[config.mk]
export PLATFORM = sky130hd
export DESIGN_NAME = cht_ctrl
export DESIGN_NICKNAME = d
export VERILOG_FILES = /design/src/sv/chained_hash_table_engine_assert.svh /design/src/sv/cht_pkg.sv /design/src/sv/cht_ctrl.sv
export SDC_FILE = /design/constraint.sdc
export NUM_CORES = 1
export LEC_CHECK = 0
export ABC_AREA = 1
export ABC_CLOCK_PERIOD_IN_PS = 1010
export BUFFER_PORTS_ARGS = -buffer_cell sky130_fd_sc_hd__buf_2
export CORE_AREA = 8 8 45 47
export CTS_CLUSTER_DIAMETER = 40
export DETAILED_ROUTE_END_ITERATION = 7
export DIE_AREA = 0 0 53 55
export SLEW_MARGIN = 0
export SYNTH_ARGS = -nofsm -noshare
export SYNTH_HDL_FRONTEND = slang
export SYNTH_SLANG_ARGS = --single-unit
[constraint.sdc]
create_clock -name clock -period 1.01 [get_ports clock]
set_clock_uncertainty 0.05 [all_clocks]
set_input_delay 0.1515 -clock clock [delete_from_list [all_inputs] [get_ports clock]]
set_output_delay 0.1515 -clock clock [all_outputs]
set_load 0.01 [all_outputs]
[src/sv/chained_hash_table_engine_assert.svh]
// Assertion macros for the chained hash table engine.
// Depends on nothing; the using module supplies clock and reset in scope.
`ifndef CHAINED_HASH_TABLE_ENGINE_ASSERT_SVH
`define CHAINED_HASH_TABLE_ENGINE_ASSERT_SVH

`ifndef SYNTHESIS
`define CHT_ASSERT(lbl, prop) \
   lbl: assert property (@(posedge clock) disable iff (reset) prop) \
      else $error("cht assertion failed");
`define CHT_ASSERT_NEXT(lbl, ante, cons) \
   lbl: assert property (@(posedge clock) disable iff (reset) (ante) |=> (cons)) \
      else $error("cht assertion failed");
`else
`define CHT_ASSERT(lbl, prop)
`define CHT_ASSERT_NEXT(lbl, ante, cons)
`endif

`endif

[src/sv/cht_pkg.sv]
// Shared types and constants for the chained hash table engine.
// No dependencies.
`default_nettype none

package cht_pkg;

   localparam int CFG_W          = 9;
   localparam logic [CFG_W-1:0] CFG_RESET = 9'd256;
   localparam int OLDV_W         = 32;
   localparam int CNT_OUT_W      = 11;
   localparam int RSP_W          = 48;

   localparam int NUM_BUCKETS_DEF = 256;
   localparam int WAYS_DEF        = 4;
   localparam int KEY_BITS_DEF    = 32;
   localparam int VALUE_BITS_DEF  = 32;

   typedef enum logic [1:0] {
      OP_GET    = 2'd0,
      OP_PUT    = 2'd1,
      OP_REMOVE = 2'd2,
      OP_CLEAR  = 2'd3
   } op_type;

   typedef struct packed {
      logic load;
      logic div_step;
      logic fill_rd;
      logic slot_rd;
      logic sel_last;
      logic way_inc;
      logic hit;
      logic wr_val;
      logic wr_new;
      logic wr_move;
      logic set_full;
      logic clear_all;
      logic out_load;
   } cmd_type;

   typedef struct packed {
      logic   div_done;
      logic   scan_end;
      logic   match;
      logic   fill_full;
      op_type op;
   } sts_type;

endpackage

`default_nettype wire

[src/sv/cht_ctrl.sv]
// Sequencer for the hash table engine: handshake and per-word command flow.
// Depends on cht_pkg.
`default_nettype none

module cht_ctrl import cht_pkg::*; (
   input  wire     clock,
   input  wire     reset,
   input  wire     req_tvalid,
   output logic    req_tready,
   input  op_type  req_op,
   output logic    rsp_tvalid,
   input  wire     rsp_tready,
   output cmd_type cmd,
   input  sts_type sts
);

   typedef enum logic [2:0] {
      S_IDLE,
      S_DIV,
      S_LOOK,
      S_CMP,
      S_MOVE,
      S_CLR,
      S_DONE
   } state_type;

   state_type state_ff, state_in;
   logic      rsp_tvalid_ff, rsp_tvalid_in;

   always_comb begin
      cmd      = '0;
      state_in = state_ff;
      case (state_ff)
         S_IDLE: begin
            if (req_tvalid) begin
               cmd.load = 1'b1;
               state_in = (req_op == OP_CLEAR) ? S_CLR : S_DIV;
            end
         end
         S_DIV: begin
            if (sts.div_done) begin
               cmd.fill_rd = 1'b1;
               state_in    = S_LOOK;
            end else begin
               cmd.div_step = 1'b1;
            end
         end
         S_LOOK: begin
            if (sts.scan_end) begin
               // miss: put appends unless the bucket is full
               if (sts.op == OP_PUT) begin
                  if (sts.fill_full) cmd.set_full = 1'b1;
                  else               cmd.wr_new   = 1'b1;
               end
               state_in = S_DONE;
            end else begin
               cmd.slot_rd = 1'b1;
               state_in    = S_CMP;
            end
         end
         S_CMP: begin
            if (sts.match) begin
               cmd.hit = 1'b1;
               case (sts.op)
                  OP_PUT: begin
                     cmd.wr_val = 1'b1;
                     state_in   = S_DONE;
                  end
                  OP_REMOVE: begin
                     cmd.slot_rd  = 1'b1;
                     cmd.sel_last = 1'b1;
                     state_in     = S_MOVE;
                  end
                  default: state_in = S_DONE;
               endcase
            end else begin
               cmd.way_inc = 1'b1;
               state_in    = S_LOOK;
            end
         end
         S_MOVE: begin
            cmd.wr_move = 1'b1;
            state_in    = S_DONE;
         end
         S_CLR: begin
            cmd.clear_all = 1'b1;
            state_in      = S_DONE;
         end
         S_DONE: begin
            if (!rsp_tvalid_ff || rsp_tready) begin
               cmd.out_load = 1'b1;
               state_in     = S_IDLE;
            end
         end
         default: state_in = S_IDLE;
      endcase
   end

   always_comb begin
      rsp_tvalid_in = rsp_tvalid_ff;
      if (rsp_tready) rsp_tvalid_in = 1'b0;
      if (cmd.out_load) rsp_tvalid_in = 1'b1;
   end

   always_ff @(posedge clock) begin
      if (reset) begin
         state_ff      <= S_IDLE;
         rsp_tvalid_ff <= 1'b0;
      end else begin
         state_ff      <= state_in;
         rsp_tvalid_ff <= rsp_tvalid_in;
      end
   end

   assign req_tready = (state_ff == S_IDLE);
   assign rsp_tvalid = rsp_tvalid_ff;

endmodule

`default_nettype wire

==> results.md <==
* Die width at ~53 µm
* RSZ-0062 raised after global routing: true
* Final Max Slew Viols at 0
* Critical register-to-register path startpoint: state_ff[1]
* Clock-pin transition on the worst setup and hold timing paths at roughly 0.03 ns
* Initial DRC Count at 8
* Vias in the first global route at around 500
* Setup ws final at -0.330 ns
* Finished Layout Cells at between 100 and 150
* Antenna violations before repair at 0
* Syn nets at 80
* Post-DR wirelength/cell at between 9 and 10 µm
* Final core utilization at 0.525
* Antenna viol nets, final at 0
* Hold Path Class: input port to flop
* Register Area at just over 90 µm²
* FF-to-FF path depth at 8
* Final Setup Violations at 17
* Slowest cell on the critical path: dfxtp_4
* Post-synthesis sequential area ratio at 0.222
* Dpl cells at ~110
* TritonCTS buffer count at 3
* Ant diodes at 0
* GRT Total Usage at 0.0846
* Fmax at around 750 MHz
* Period utilization at 1.33
* DP Worst Slack at -0.134 ns
* CTS max path bufs at 2
* Layout cell share with drive strength beyond 1 at 0.636
* Tightest Pin Transition at between 0.15 and 0.2 ns
* Switching power at just over 0.8 mW
* Via-per-instance ratio at between 4 and 5
* Max cap viols at 0
* Synth warnings at 0
* Final Hold Fails at 0
* Total core area at roughly 0.0014 mm²
* Sw frac at 0.450
* Wire length of the first global-routing pass at between 1500 and 2000 µm
* Crit path cell chain: nand2_2 > nor2_4 > inv_2 > o32ai_2 > buf_2
* Clock power share at 0.106
* Data required time of the worst path at between 0.8 and 0.9 ns
* Fin crit period at 1.34 ns
* Drt drc at 0
* Kind of end point of the critical path: output pin
* Root Buffer: clkbuf_4
* Cell Int Power at a little under 1 mW
* Router iterations before antenna repair at 4
* Drt total wl at roughly 1200 µm
* Ports at 27
* Synth unique cells at 16
* IO Port Bufs at 26
* CP Capture Point: cmd[9]
* CTS tree: yes
* Area Growth Syn to Fin at 102%
* Rows at 14
* Mapped Area at roughly 360 µm²
* Die height at between 50 and 60 µm
* Initial core utilization at 0.260
* Syn Area/Cell at roughly 5.3 µm²
* Worst Path Max Fanout at 7
* Failing checks: negative setup slack
* CP max stage delay at about 0.39 ns
* Largest net degree at the start of global routing at 8
* Via count at 524
* Post-Syn Instances at around 70
* Die ar. at 0.00292 mm²
* Comb pwr share at 0.688
* RD Place Congestion at 0.743
* Net count, final at approximately 120
* Peak supply drop at between 1000 and 1500 µV
* Setup crit start: state_ff[1]
* Static leakage at 0.398 nW
* Post-route setup TNS at -4.21 ns
* Critical Path Source Type: flop
* CP Data Arrival Time at approximately 1.1 ns
* Pwr dens at 2460 mW/mm²
* Detail Placement HPWL at just over 900 µm
* RR Endpoint: state_ff[0]
* Fill count at roughly 140
* Area of the multi-input gates at around 300 µm²
* Part of the power in registers at 0.207
* Flops & latches, synth at 4
* Status: complete, but fails checks
* Cell area after layout at a little over 700 µm²
* Clock Sinks at 4
* R2R Setup Slk at -0.20 ns
* Remaining Overflow, GRT at 0
* Slew margin rel. at 0.885
* Max H-tree Level at 1
* Skew-Pair Late Insertion Delay at 0.23 ns
* Placement Cell Area at between 500 and 600 µm²
* Critical path class: flop to output pin
-- metrics by stage --
step | total power [mW] | hold WS (ns)
floorplan | 0.846 | 0.161
global placement | 1.14 | 0.302
detailed placement | 1.15 | 0.300
CTS | 1.63 | 0.0563
global route | 1.96 | 0.0700
finish | 1.79 | 0.0682
-- registers in the layout, indices dropped and copies added (netlist names) --
register,flops
rsp_tvalid,1
state_ff,3
-- worst min-delay path by stage --
stage / depth (start not counted) / to / slack [ns] / start
5_1_grt: 2 / state_ff[1] / 0.07 / reset
3_5_place_dp: 2 / state_ff[0] / 0.30 / reset
3_3_place_gp: 2 / state_ff[1] / 0.30 / reset
6_report: 2 / state_ff[1] / 0.07 / reset
4_1_cts: 2 / state_ff[0] / 0.06 / reset
2_1_floorplan: 1 / state_ff[0] / 0.16 / reset
-- logic make-up after synthesis --
kind of cell / count (synthesis) / share of synthesized area
AOI/OAI and AO/OA: 6 / 0.0937
buffers and inverters: 16 / 0.177
DFF: 4 / 0.222
and+or+nand+nor: 42 / 0.507
-- synthesized netlist by cell type, drive strengths merged --
master,instances,share of area
nand3,3,0.056
nand2,17,0.18
inv,15,0.16
o21ai,1,0.014
o32ai,1,0.024
nor2,18,0.20
nor3,2,0.028
nor3b,1,0.021
dfxtp,4,0.22
a21oi,4,0.056
nand4,1,0.017
buf,1,0.021
-- cell type report --
class / instances / area share
flip-flops and latches: 4 / 0.126
multi-input cells: 48 / 0.411
clock buffers: 3 / 0.0310
repair buffers: 37 / 0.320
inverters: 15 / 0.0843
well taps: 16 / 0.0275
-- routing by layer --
| metal | wire (µm) | vias to the layer above | GRT usage | part of all wire |
|---|---|---|---|---|
| met5 | 0 | - | 0 | 0 |
| met4 | 0 | 0 | 0.0388 | 0 |
| met3 | 120 | 0 | 0.0241 | 0.099 |
| met2 | 618 | 19 | 0.158 | 0.51 |
| met1 | 468 | 218 | 0.0848 | 0.39 |
| li1 | - | 287 | - | - |
-- power groups by stage --
stage / Sequential, mW / Combinational (mW) / Clock [mW]
after floorplan: 0.323 / 0.523 / 0
after global placement: 0.336 / 0.799 / 0
after detailed placement: 0.342 / 0.806 / 0
after CTS: 0.361 / 1.08 / 0.198
after global routing: 0.380 / 1.37 / 0.212
final: 0.370 / 1.23 / 0.189
-- critical path: cells and delay by family (launching register included) --
kind	cells	cell delay (ns)
DFF	1	0.39
buffers and inverters	2	0.21
and+or+nand+nor	2	0.20
AOI/OAI and AO/OA	1	0.10
-- layout by cell type (no fill, tap or decap) --
cell type and count:
nand2_1 12, nand4_1 1, nor2_1 11, nor2_4 4, a21oi_2 1, nand2_4 1
nor3_2 2, inv_1 10, nand2_2 4, dfxtp_4 3, dfxtp_1 1, nor3b_2 1
clkbuf_4 3, o21ai_2 1, a21oi_1 3, nand3_1 1, inv_2 3, o32ai_2 1
buf_4 9, buf_6 4, nand3_2 2, nor2_2 3, inv_4 2, buf_2 24
-- timing repair --
action	4_1_cts	5_1_grt
pin swaps	7	3
setup endpoints to repair	17	18
cloned	0	0
gates resized for setup	18	10
hold buffers	0	0
buffers inserted	5	2
Power figures use the tool's default switching activity.
